--- src/design/mkc_pkg.sv ---
// package for the message keyword classifier
// holds widths, keyword table, register indexes and the keyword compare function
// no dependencies
package mkc_pkg;

	localparam int HIST_LEN = 10;
	localparam int WIN_LEN  = HIST_LEN + 1;
	localparam int CHAR_W   = 8;
	localparam int SEV_W    = 3;
	localparam int CAT_W    = 10;
	localparam int CFG_W    = 10;
	localparam int CFG_IDX_W = 2;
	localparam int KW_COUNT = 30;
	localparam int KW_LEN_W = $clog2(WIN_LEN + 1);
	localparam int KW_CAT_W = $clog2(CAT_W);

	localparam logic [SEV_W-1:0] SEV_CRIT_MAX = 3'd2;
	localparam logic [SEV_W-1:0] SEV_WARN_MAX = 3'd4;

	typedef enum logic [CFG_IDX_W-1:0] {
		CFG_ALLOW_MASK     = 2'd0,
		CFG_LEVEL_LIMIT    = 2'd1,
		CFG_OVERRIDE_LEVEL = 2'd2
	} cfg_idx_t;

	// text is right aligned: last character in the low byte
	typedef struct packed {
		logic [CHAR_W*WIN_LEN-1:0] text;
		logic [KW_LEN_W-1:0]       len;
		logic [KW_CAT_W-1:0]       cat;
	} kw_t;

	localparam kw_t KW_TABLE [KW_COUNT] = '{
		'{"PREARM",      KW_LEN_W'(6),  KW_CAT_W'(0)},
		'{"PA:",         KW_LEN_W'(3),  KW_CAT_W'(0)},
		'{"EKF",         KW_LEN_W'(3),  KW_CAT_W'(1)},
		'{"AHRS",        KW_LEN_W'(4),  KW_CAT_W'(1)},
		'{"DCM",         KW_LEN_W'(3),  KW_CAT_W'(1)},
		'{"GPS",         KW_LEN_W'(3),  KW_CAT_W'(2)},
		'{"GNSS",        KW_LEN_W'(4),  KW_CAT_W'(2)},
		'{"BATT",        KW_LEN_W'(4),  KW_CAT_W'(3)},
		'{"VOLT",        KW_LEN_W'(4),  KW_CAT_W'(3)},
		'{"POWER",       KW_LEN_W'(5),  KW_CAT_W'(3)},
		'{"CURRENT",     KW_LEN_W'(7),  KW_CAT_W'(3)},
		'{"CAPACITY",    KW_LEN_W'(8),  KW_CAT_W'(3)},
		'{"COMPASS",     KW_LEN_W'(7),  KW_CAT_W'(4)},
		'{"MAG ",        KW_LEN_W'(4),  KW_CAT_W'(4)},
		'{"MAG:",        KW_LEN_W'(4),  KW_CAT_W'(4)},
		'{"MAGNET",      KW_LEN_W'(6),  KW_CAT_W'(4)},
		'{"FAILSAFE",    KW_LEN_W'(8),  KW_CAT_W'(5)},
		'{"RADIO",       KW_LEN_W'(5),  KW_CAT_W'(5)},
		'{"RC ",         KW_LEN_W'(3),  KW_CAT_W'(5)},
		'{"THROTTLE FS", KW_LEN_W'(11), KW_CAT_W'(5)},
		'{"GCS FS",      KW_LEN_W'(6),  KW_CAT_W'(5)},
		'{"VIB",         KW_LEN_W'(3),  KW_CAT_W'(6)},
		'{"GYRO",        KW_LEN_W'(4),  KW_CAT_W'(7)},
		'{"ACCEL",       KW_LEN_W'(5),  KW_CAT_W'(7)},
		'{"IMU",         KW_LEN_W'(3),  KW_CAT_W'(7)},
		'{"INS ",        KW_LEN_W'(4),  KW_CAT_W'(7)},
		'{"CALIBRAT",    KW_LEN_W'(8),  KW_CAT_W'(8)},
		'{"ARMING",      KW_LEN_W'(6),  KW_CAT_W'(9)},
		'{"DISARM",      KW_LEN_W'(6),  KW_CAT_W'(9)},
		'{"ARMED",       KW_LEN_W'(5),  KW_CAT_W'(9)}
	};

	// window byte 0 is the current character, byte k the k-th previous one
	function automatic logic [CAT_W-1:0] kw_hits(input logic [CHAR_W*WIN_LEN-1:0] win);
		logic [CAT_W-1:0] hits;
		logic             hit;
		hits = '0;
		for (int i = 0; i < KW_COUNT; i++) begin
			hit = (KW_TABLE[i].len != '0);
			for (int k = 0; k < WIN_LEN; k++) begin
				if (KW_LEN_W'(k) < KW_TABLE[i].len &&
				    KW_TABLE[i].text[CHAR_W*k +: CHAR_W] != win[CHAR_W*k +: CHAR_W]) begin
					hit = 1'b0;
				end
			end
			if (hit) begin
				hits[KW_TABLE[i].cat] = 1'b1;
			end
		end
		return hits;
	endfunction

endpackage

--- src/design/message_keyword_classifier_unit.sv ---
// top level of the message keyword classifier
// depends on mkc_pkg for widths, keyword table and register indexes
//
// Usage:
//   input channel (in_valid / in_stall) carries one message character per
//   transfer with its severity and a last-character mark. output channel
//   (out_valid / out_stall) carries one result per message: category mask,
//   show decision and blink / invert style.
//   configuration is a plain write port (cfg_wr_en, cfg_index, cfg_data), to be
//   written only while the block is idle; the block itself does not enforce this.
// Timing:
//   one character per cycle sustained, except while in_stall holds a last
//   character (see Stall). a character is captured in the input register and
//   matched against all keywords in parallel; when the last character leaves
//   the input register, the result is registered and out_valid rises.
// Reset:
//   history and category bits clear, registers go to their reset values,
//   both channels idle.
// Stall:
//   while a result waits under out_stall, ordinary characters keep flowing;
//   a following last character is held in the input register and in_stall
//   rises until the result is taken.
module message_keyword_classifier_unit (
	input  logic                                 clk,
	input  logic                                 arst_n,
	input  logic                                 in_valid,
	output logic                                 in_stall,
	input  logic [mkc_pkg::CHAR_W-1:0]           char_code,
	input  logic [mkc_pkg::SEV_W-1:0]            severity,
	input  logic                                 last_char,
	output logic                                 out_valid,
	input  logic                                 out_stall,
	output logic [mkc_pkg::CAT_W-1:0]            categories,
	output logic                                 show,
	output logic                                 blink,
	output logic                                 invert,
	input  logic                                 cfg_wr_en,
	input  logic [mkc_pkg::CFG_IDX_W-1:0]        cfg_index,
	input  logic [mkc_pkg::CFG_W-1:0]            cfg_data
);
	import mkc_pkg::*;

	logic [CAT_W-1:0]  allow_mask_q;
	logic [SEV_W-1:0]  level_limit_q;
	logic [SEV_W-1:0]  override_level_q;

	logic              valid_s1;
	logic [CHAR_W-1:0] char_s1;
	logic [SEV_W-1:0]  sev_s1;
	logic              last_s1;

	logic [CHAR_W-1:0] hist_q [HIST_LEN];
	logic [CAT_W-1:0]  cat_q;

	logic              out_valid_q;
	logic [CAT_W-1:0]  categories_q;
	logic              show_q;
	logic              blink_q;
	logic              invert_q;

	logic                       in_xfer;
	logic                       adv_s1;
	logic [CHAR_W*WIN_LEN-1:0]  win;
	logic [CAT_W-1:0]           cat_next;
	logic                       show_next;

	assign adv_s1   = valid_s1 && (!last_s1 || !out_valid_q || !out_stall);
	assign in_stall = valid_s1 && !adv_s1;
	assign in_xfer  = in_valid && !in_stall;

	always_comb begin
		win[CHAR_W-1:0] = char_s1;
		for (int k = 0; k < HIST_LEN; k++) begin
			win[CHAR_W*(k+1) +: CHAR_W] = hist_q[k];
		end
	end

	assign cat_next = cat_q | kw_hits(win);

	always_comb begin
		if (sev_s1 <= override_level_q) begin
			show_next = 1'b1;
		end else if (sev_s1 > level_limit_q) begin
			show_next = 1'b0;
		end else if (allow_mask_q == '0) begin
			show_next = 1'b1;
		end else begin
			show_next = |(cat_next & allow_mask_q);
		end
	end

	// configuration registers
	always_ff @(posedge clk or negedge arst_n) begin
		if (!arst_n) begin
			allow_mask_q     <= '0;
			level_limit_q    <= 3'd7;
			override_level_q <= 3'd2;
		end else if (cfg_wr_en) begin
			case (cfg_idx_t'(cfg_index))
				CFG_ALLOW_MASK:     allow_mask_q     <= cfg_data[CAT_W-1:0];
				CFG_LEVEL_LIMIT:    level_limit_q    <= cfg_data[SEV_W-1:0];
				CFG_OVERRIDE_LEVEL: override_level_q <= cfg_data[SEV_W-1:0];
				default: ;
			endcase
		end
	end

	// input register
	always_ff @(posedge clk or negedge arst_n) begin
		if (!arst_n) begin
			valid_s1 <= 1'b0;
		end else if (in_xfer) begin
			valid_s1 <= 1'b1;
		end else if (adv_s1) begin
			valid_s1 <= 1'b0;
		end
	end

	always_ff @(posedge clk) begin
		if (in_xfer) begin
			char_s1 <= char_code;
			sev_s1  <= severity;
			last_s1 <= last_char;
		end
	end

	// message history and categories
	always_ff @(posedge clk or negedge arst_n) begin
		if (!arst_n) begin
			for (int k = 0; k < HIST_LEN; k++) begin
				hist_q[k] <= '0;
			end
			cat_q <= '0;
		end else if (adv_s1) begin
			if (last_s1) begin
				for (int k = 0; k < HIST_LEN; k++) begin
					hist_q[k] <= '0;
				end
				cat_q <= '0;
			end else begin
				hist_q[0] <= char_s1;
				for (int k = 1; k < HIST_LEN; k++) begin
					hist_q[k] <= hist_q[k-1];
				end
				cat_q <= cat_next;
			end
		end
	end

	// result register
	always_ff @(posedge clk or negedge arst_n) begin
		if (!arst_n) begin
			out_valid_q <= 1'b0;
		end else if (adv_s1 && last_s1) begin
			out_valid_q <= 1'b1;
		end else if (!out_stall) begin
			out_valid_q <= 1'b0;
		end
	end

	always_ff @(posedge clk) begin
		if (adv_s1 && last_s1) begin
			categories_q <= cat_next;
			show_q       <= show_next;
			blink_q      <= (sev_s1 <= SEV_CRIT_MAX);
			invert_q     <= (sev_s1 inside {[SEV_CRIT_MAX + 3'd1 : SEV_WARN_MAX]});
		end
	end

	assign out_valid  = out_valid_q;
	assign categories = categories_q;
	assign show       = show_q;
	assign blink      = blink_q;
	assign invert     = invert_q;

endmodule

--- config.mk ---
export PLATFORM = sky130hd
export DESIGN_NAME = message_keyword_classifier_unit
export DESIGN_NICKNAME = d
export VERILOG_FILES = /design/src/design/mkc_pkg.sv /design/src/design/message_keyword_classifier_unit.sv
export SDC_FILE = /design/constraint.sdc
export NUM_CORES = 1
export LEC_CHECK = 0
export ABC_AREA = 1
export BUFFER_PORTS_ARGS = -buffer_cell sky130_fd_sc_hd__buf_2
export CORE_AREA = 10 10 117 119
export CTS_CLUSTER_SIZE = 20
export DETAILED_ROUTE_END_ITERATION = 12
export DIE_AREA = 0 0 127 129
export GPL_TIMING_DRIVEN = 0
export HOLD_SLACK_MARGIN = 0.12
export PLACE_DENSITY = 0.79
export SETUP_SLACK_MARGIN = 0.1
export SYNTH_ARGS = -nofsm -noshare
export SYNTH_HDL_FRONTEND = slang
export SYNTH_SLANG_ARGS = --single-unit
--- constraint.sdc ---
create_clock -name clk -period 2 [get_ports clk]
set_clock_uncertainty 0.1 [all_clocks]
set_input_delay 0.2 -clock clk [delete_from_list [all_inputs] [get_ports clk]]
set_output_delay 0.2 -clock clk [all_outputs]
set_load 0.01 [all_outputs]
# After elaboration in Yosys (flattened, before gate mapping)
# Index checks and enable logic that the tools add are counted.
dict set report classes {
  n_lt_le_gt_ge 5
  eq_ne 86
  mux 170
  n_bitwise 2
  reduce_logical 19
}
# cell count
set ops {}
lappend ops {{7-bit by 8-bit inequality test with 1-bit output (first input constant)} 80}
lappend ops {{1-bit two-way mux} 168}
lappend ops {{80-bit two-way mux} 1}
lappend ops {{6-bit by 8-bit inequality test with 1-bit output (first input constant)} 3}
lappend ops {{10-bit AND} 1}
lappend ops {{10-bit zero test} 1}
lappend ops {{10-bit two-way mux} 1}
lappend ops {{10-bit bitwise OR} 1}
lappend ops {{10-bit OR reduction} 1}
lappend ops {{2-bit AND reduction} 3}
lappend ops {{1-bit logical AND} 5}
lappend ops {{1-bit zero test} 5}
lappend ops {{3-bit by 2-bit >= comparator with 1-bit output (second input constant)} 1}
lappend ops {{3-bit greater-than comparator} 1}
lappend ops {{3-bit by 2-bit <= comparator with 1-bit output (second input constant)} 1}
lappend ops {{3-bit <= comparator} 1}
lappend ops {{3-bit <= comparator (second input constant)} 1}
lappend ops {{2-bit by 1-bit == test with 1-bit output (second input constant)} 1}
lappend ops {{2-bit == test (second input constant)} 1}
lappend ops {{2-bit zero test} 1}
lappend ops {{1-bit logical OR} 2}
lappend ops {{2-bit by 1-bit inequality test with 1-bit output (second input constant)} 1}
lappend ops {{2-bit nonzero test} 1}
dict set report totals {
  reg_bits 133
  input_bits 29
  out_inout_bits 15
  word_cells 305
}

# Depth between registers and ports, before layout
dict set report depth {
  depth_word 19
  mapped_depth 16
  depth_no_buf 16
}

# Worst setup path before layout
# Ideal clock, no wire load.
dict set report synth_path {
  path_kind {reg-to-reg}
  start {reg out_valid_q, in the netlist out_valid}
  end {reg blink_q, in the netlist blink (enable)}
  setup_ns 0.402
  t_arrival_ns 1.208
  required_ns 1.498
  path_slack_ns 0.290
  path_stages_with_launch 6
  path_buffers 0
  synth_period_minus_slack_ns 1.710
  path_cell_list {dfrtp_1 -> nand3_1 -> nand2_1 -> inv_1 -> nand2_1 -> clkinv_1}
}
dict set report synth_via {
  elab_chain_len 5
}
# element line_no
set synth_rtl {}
lappend synth_rtl {{from (decl)} message_keyword_classifier_unit.sv:55} ;# logic out_valid_q;
lappend synth_rtl {{from (signal assigned)} message_keyword_classifier_unit.sv:153} ;# out_valid_q <= 1'b0;
lappend synth_rtl {{from (signal assigned)} message_keyword_classifier_unit.sv:155} ;# out_valid_q <= 1'b1;
lappend synth_rtl {{from (signal assigned)} message_keyword_classifier_unit.sv:157} ;# out_valid_q <= 1'b0;
lappend synth_rtl {{1-bit zero test} message_keyword_classifier_unit.sv:67} ;# assign adv_s1 = valid_s1 && (!last_s1 || !out_valid_q || !out_stall);
lappend synth_rtl {{1-bit logical OR (2 in series)} message_keyword_classifier_unit.sv:67}
lappend synth_rtl {{1-bit logical AND} message_keyword_classifier_unit.sv:67}
lappend synth_rtl {{1-bit logical AND} message_keyword_classifier_unit.sv:162} ;# if (adv_s1 && last_s1) begin
lappend synth_rtl {{to (signal assigned)} message_keyword_classifier_unit.sv:165} ;# blink_q <= (sev_s1 <= SEV_CRIT_MAX);
lappend synth_rtl {{to (decl)} message_keyword_classifier_unit.sv:58} ;# logic blink_q;
# No other way between the ends.
# A chain may end at the register's enable or synchronous reset.

# Worst setup path in the final report
dict set report layout_path {
  start {reg char_s1[0]}
  end {reg show_q, in the netlist show (data pin)}
}
dict set report layout_via {
  elab_chain_len 19
  elab_cells_between_ends 182
  classes_between {eq/ne (15); mux (164); bitwise (2); reduce/logical (1)}
}
# element line_no
set layout_rtl {}
lappend layout_rtl {{from (decl)} message_keyword_classifier_unit.sv:48} ;# logic [CHAR_W-1:0] char_s1;
lappend layout_rtl {{from (signal assigned)} message_keyword_classifier_unit.sv:121} ;# char_s1 <= char_code;
lappend layout_rtl {{7-bit by 8-bit inequality test with 1-bit output} mkc_pkg.sv:75} ;# KW_TABLE[i].text[CHAR_W*k +: CHAR_W] != win[CHAR_W*k +: CHAR_W]) begin
lappend layout_rtl {{1-bit two-way mux (8 in series)} mkc_pkg.sv:74} ;# if (KW_LEN_W'(k) < KW_TABLE[i].len &&
lappend layout_rtl {{1-bit two-way mux (on tied branches) (3 in series)} {mkc_pkg.sv:79, mkc_pkg.sv:74}}
lappend layout_rtl {{1-bit two-way mux (2 in series)} mkc_pkg.sv:79} ;# if (hit) begin
lappend layout_rtl {{10-bit bitwise OR (*)} message_keyword_classifier_unit.sv:78} ;# assign cat_next = cat_q | kw_hits(win);
lappend layout_rtl {{10-bit AND (*)} message_keyword_classifier_unit.sv:88} ;# show_next = |(cat_next & allow_mask_q);
lappend layout_rtl {{10-bit OR reduction (*)} message_keyword_classifier_unit.sv:88}
lappend layout_rtl {{1-bit two-way mux (*)} message_keyword_classifier_unit.sv:85} ;# end else if (allow_mask_q == '0) begin
lappend layout_rtl {{1-bit two-way mux (*)} message_keyword_classifier_unit.sv:83} ;# end else if (sev_s1 > level_limit_q) begin
lappend layout_rtl {{to (signal assigned)} message_keyword_classifier_unit.sv:164} ;# show_q <= show_next;
lappend layout_rtl {{to (decl)} message_keyword_classifier_unit.sv:57} ;# logic show_q;
# Mark *: on every way between the ends. The rest lies on a longest branch, timed or not.

==> results by group <==
Outcome
  – Outcome: complete, but fails checks
  – Failing checks: setup timing

Logic synthesis
  – Total number of yosys warnings: 0
  – Area contributors post-synth: dfrtp_1 (38%), nand2_1 (12%), edfxtp_1 (11%)
  – Cell variety after synth: 27
  – Commonest cells in the netlist: nand2_1 (212), nor2_1 (195), inv_1 (134)
  – Syn Std Cell Area: 6840 sq um
  – #FFs+latches synth: 133
  – Post-synth EDFFs: 25
  – Main flop type after synthesis: dfrtp_1
  – Count leader, synth: nand2_1
  – Area share of the largest cell type after synthesis: 38.0%
  – Asr flop ratio synth: 81.2%
  – Gate count of the mapped netlist: 900
  – Largest area contributor in the netlist: dfrtp_1
  – Synthesized area per cell: 7.60 sq um
  – Sequential element share of the synthesized area: 50.5%
  – Syn nets: 935

Worst setup path
  – Critical path class: flip-flop to flip-flop
  – R2R cell count: 13
  – Worst Setup EP: show
  – Reg-to-Reg End: show
  – CP endpoint kind: flip-flop
  – CP Depth: 13
  – Crit path top cell by count: nand2_1
  – Crit path DAT: 2.26 ns
  – CP Launch Type: flip-flop
  – Worst stage delay on the critical path: 0.49 ns
  – Reg2reg start: char_s1[0]
  – Worst EP required: 2.08 ns
  – Max FO, Critical Path: 4
  – Crit-path cells: buf_4 > inv_1 > nand2_1 > nor2_2 > nand2_2 > nand3b_1 > nand3_1 > nand2_1 > nand3_1 > a21oi_2 > nand3_2 > nand2_1 > nand2_1
  – Worst R2R Setup Slack: -0.18 ns
  – CP max stage cell: edfxtp_1
  – Cell family with most CP delay: simple AND/OR/NAND/NOR gates
  – CP bufs+invs: 2
  – Crit path from: char_s1[0]

Power and ir drop
  – P_leak: 3.81 nW
  – Worst vdd ir: 0.792 mV
  – Total power: 7.18 mW
  – PwrDens: 832 nW/um^2

Clocking
  – Clock latency on the worst-skew pair: 0.43 ns
  – CTS clk-pin slew, worst paths: 0.06 ns
  – Clock Tree Buf Depth: 2
  – Clock root cell: clkbuf_16
  – CTS HTree Levels: 4
  – Cts bufs inserted: 17
  – CTS Sinks: 133
  – CTS tree: built

Detailed routing
  – Drt total wl: 20600 um
  – Violation count after the first detailed-route iteration: 594
  – Drt via density: 5.57
  – Detailed Routing Iterations Pass 1: 5
  – Antenna-violating nets left: 0
  – Avg WL per Cell: 17.7 um
  – DR vias: 6478
  – Drt drc: 0

STA
  – Final Max Tran Viols: 0
  – Period utilisation layout: 109%
  – Worst Hold Margin: 0.185 ns
  – RSZ-0062 raised after global routing: true
  – Tightest Pin Transition: 0.551 ns
  – Setup slack after layout: -0.176 ns
  – Fin. Hold Viols: 0
  – Slew HR: 63.2%
  – Final setup viols: 1
  – Fin crit period: 2.18 ns
  – Peak Freq: 460 MHz

Floorplanning
  – Chip height: 129 um
  – Row Count: 39
  – Initial Util: 60.4%
  – Die width: 127 um
  – Die area: 16400 sq um
  – Io pins: 44
  – Core ar.: 11300 sq um

Place
  – Inst Count DP: 1087
  – Placed Instance Area: 7270 sq um
  – # port buffers: 43
  – Post-DP HPWL: 14200 um
  – Routability-driven placement congestion ratio: 1.03
  – Worst slack at placement: -0.424 ns

Job
  – Max Cap Viol: 0

GRT
  – Vias in the first global route: 6024
  – Antenna violations before repair: 0
  – GRT overflow: 0
  – First-pass GRT wire length: 31100 um
  – All-Layer GR Usage: 24.3%
  – Largest net degree at the start of global routing: 71

Finish
  – Antenna cell count: 0
  – Final instance area: 8630 sq um
  – Syn-to-layout area delta: 26.2%
  – Fillers: 854
  – Layout Nets: 1043
  – Share of cells above drive strength 1: 22.8%
  – Post-Layout Cell Count: 1164

Hold path
  – Worst Hold Class: input port to async pin
## sequential cells by signal, indices dropped and copies added (netlist names)
register	cells
allow_mask_q	10
blink	1
cat_q	10
categories	10
char_s1	8
hist_q	80
invert	1
last_s1	1
level_limit_q	3
out_valid	1
override_level_q	3
sev_s1	3
show	1
valid_s1	1
## layer usage
metal | vias up | GRT usage [%] | share of wire (%)
met3 | 53 | 6.28 | 8.1
li1 | 3099 | - | -
met2 | 284 | 35.9 | 45
met5 | - | 0 | 0
met1 | 3042 | 33.7 | 44
met4 | 0 | 8.84 | 3.1
## power breakdown
group          total, mW  internal (mW)  switching [mW]
clock               3.13           1.87            1.26
sequential          3.10           2.94           0.155
combinational      0.952          0.331           0.621
## cell type report
type,instances,area [sq um],share of cell area (%)
clock buffers,21,482,5.58
plain buffers,18,78.8,0.913
repair inverters,1,5.00,0.0580
multi-input cells,609,3120,36.2
inverters,140,531,6.15
flip-flops and latches,133,3470,40.2
well taps,143,179,2.07
repair buffers,88,653,7.57
clock inverters,11,114,1.32
## layout by cell type, fill, tap and decap left out, types with 6 or more instances in the layout
cell type / count
clkbuf_16: 18
nor2_4: 23
buf_4: 14
nand2_2: 29
edfxtp_1: 25
a21oi_1: 8
nand2_1: 185
nor2_1: 155
nand4_1: 8
o21ai_0: 25
inv_1: 113
ha_1: 6
dfrtp_2: 6
inv_2: 26
dlygate4sd3_1: 31
nor2_2: 28
nand3_2: 9
dfrtp_1: 98
clkbuf_2: 6
o22ai_1: 75
buf_2: 42
clkbuf_1: 12
nand3_1: 38
## kinds of logic after synthesis
family | share of synthesized area (%)
buf+inv | 8.67
fa+ha+maj | 1.10
simple gates | 29.3
flops | 50.5
mux | 0.658
compound gates | 9.77
## per-stage QoR
stage / utilization [%] / TNS, ns
finish: 76.2 / -0.176
global route: 76.2 / -0.267
CTS: 72.6 / -0.147
detailed placement: 64.2 / -8.84
global placement: 63.9 / -63.46
floorplan: - / 0
## timing repair
action | CTS | global route
gates resized for setup | 16 | 127
endpoints found under the setup margin | 75 | 84
cloned | 0 | 1
pin swaps | 0 | 14
buffers inserted | 1 | 12
endpoints found under the hold margin | 71 | 0
hold buffers | 31 | 0
## worst min-delay path by stage
stage,from,end,slack [ns],cells past startpoint
2_1_floorplan,arst_n,allow_mask_q[0],-0.20,0
3_3_place_gp,char_code[4],char_s1[4],0.28,1
3_5_place_dp,arst_n,hist_q[42],0.11,1
4_1_cts,arst_n,hist_q[42],0.20,2
5_1_grt,arst_n,hist_q[42],0.22,2
6_report,arst_n,hist_q[42],0.18,2
Note: power is estimated with default switching activity, not from simulation.
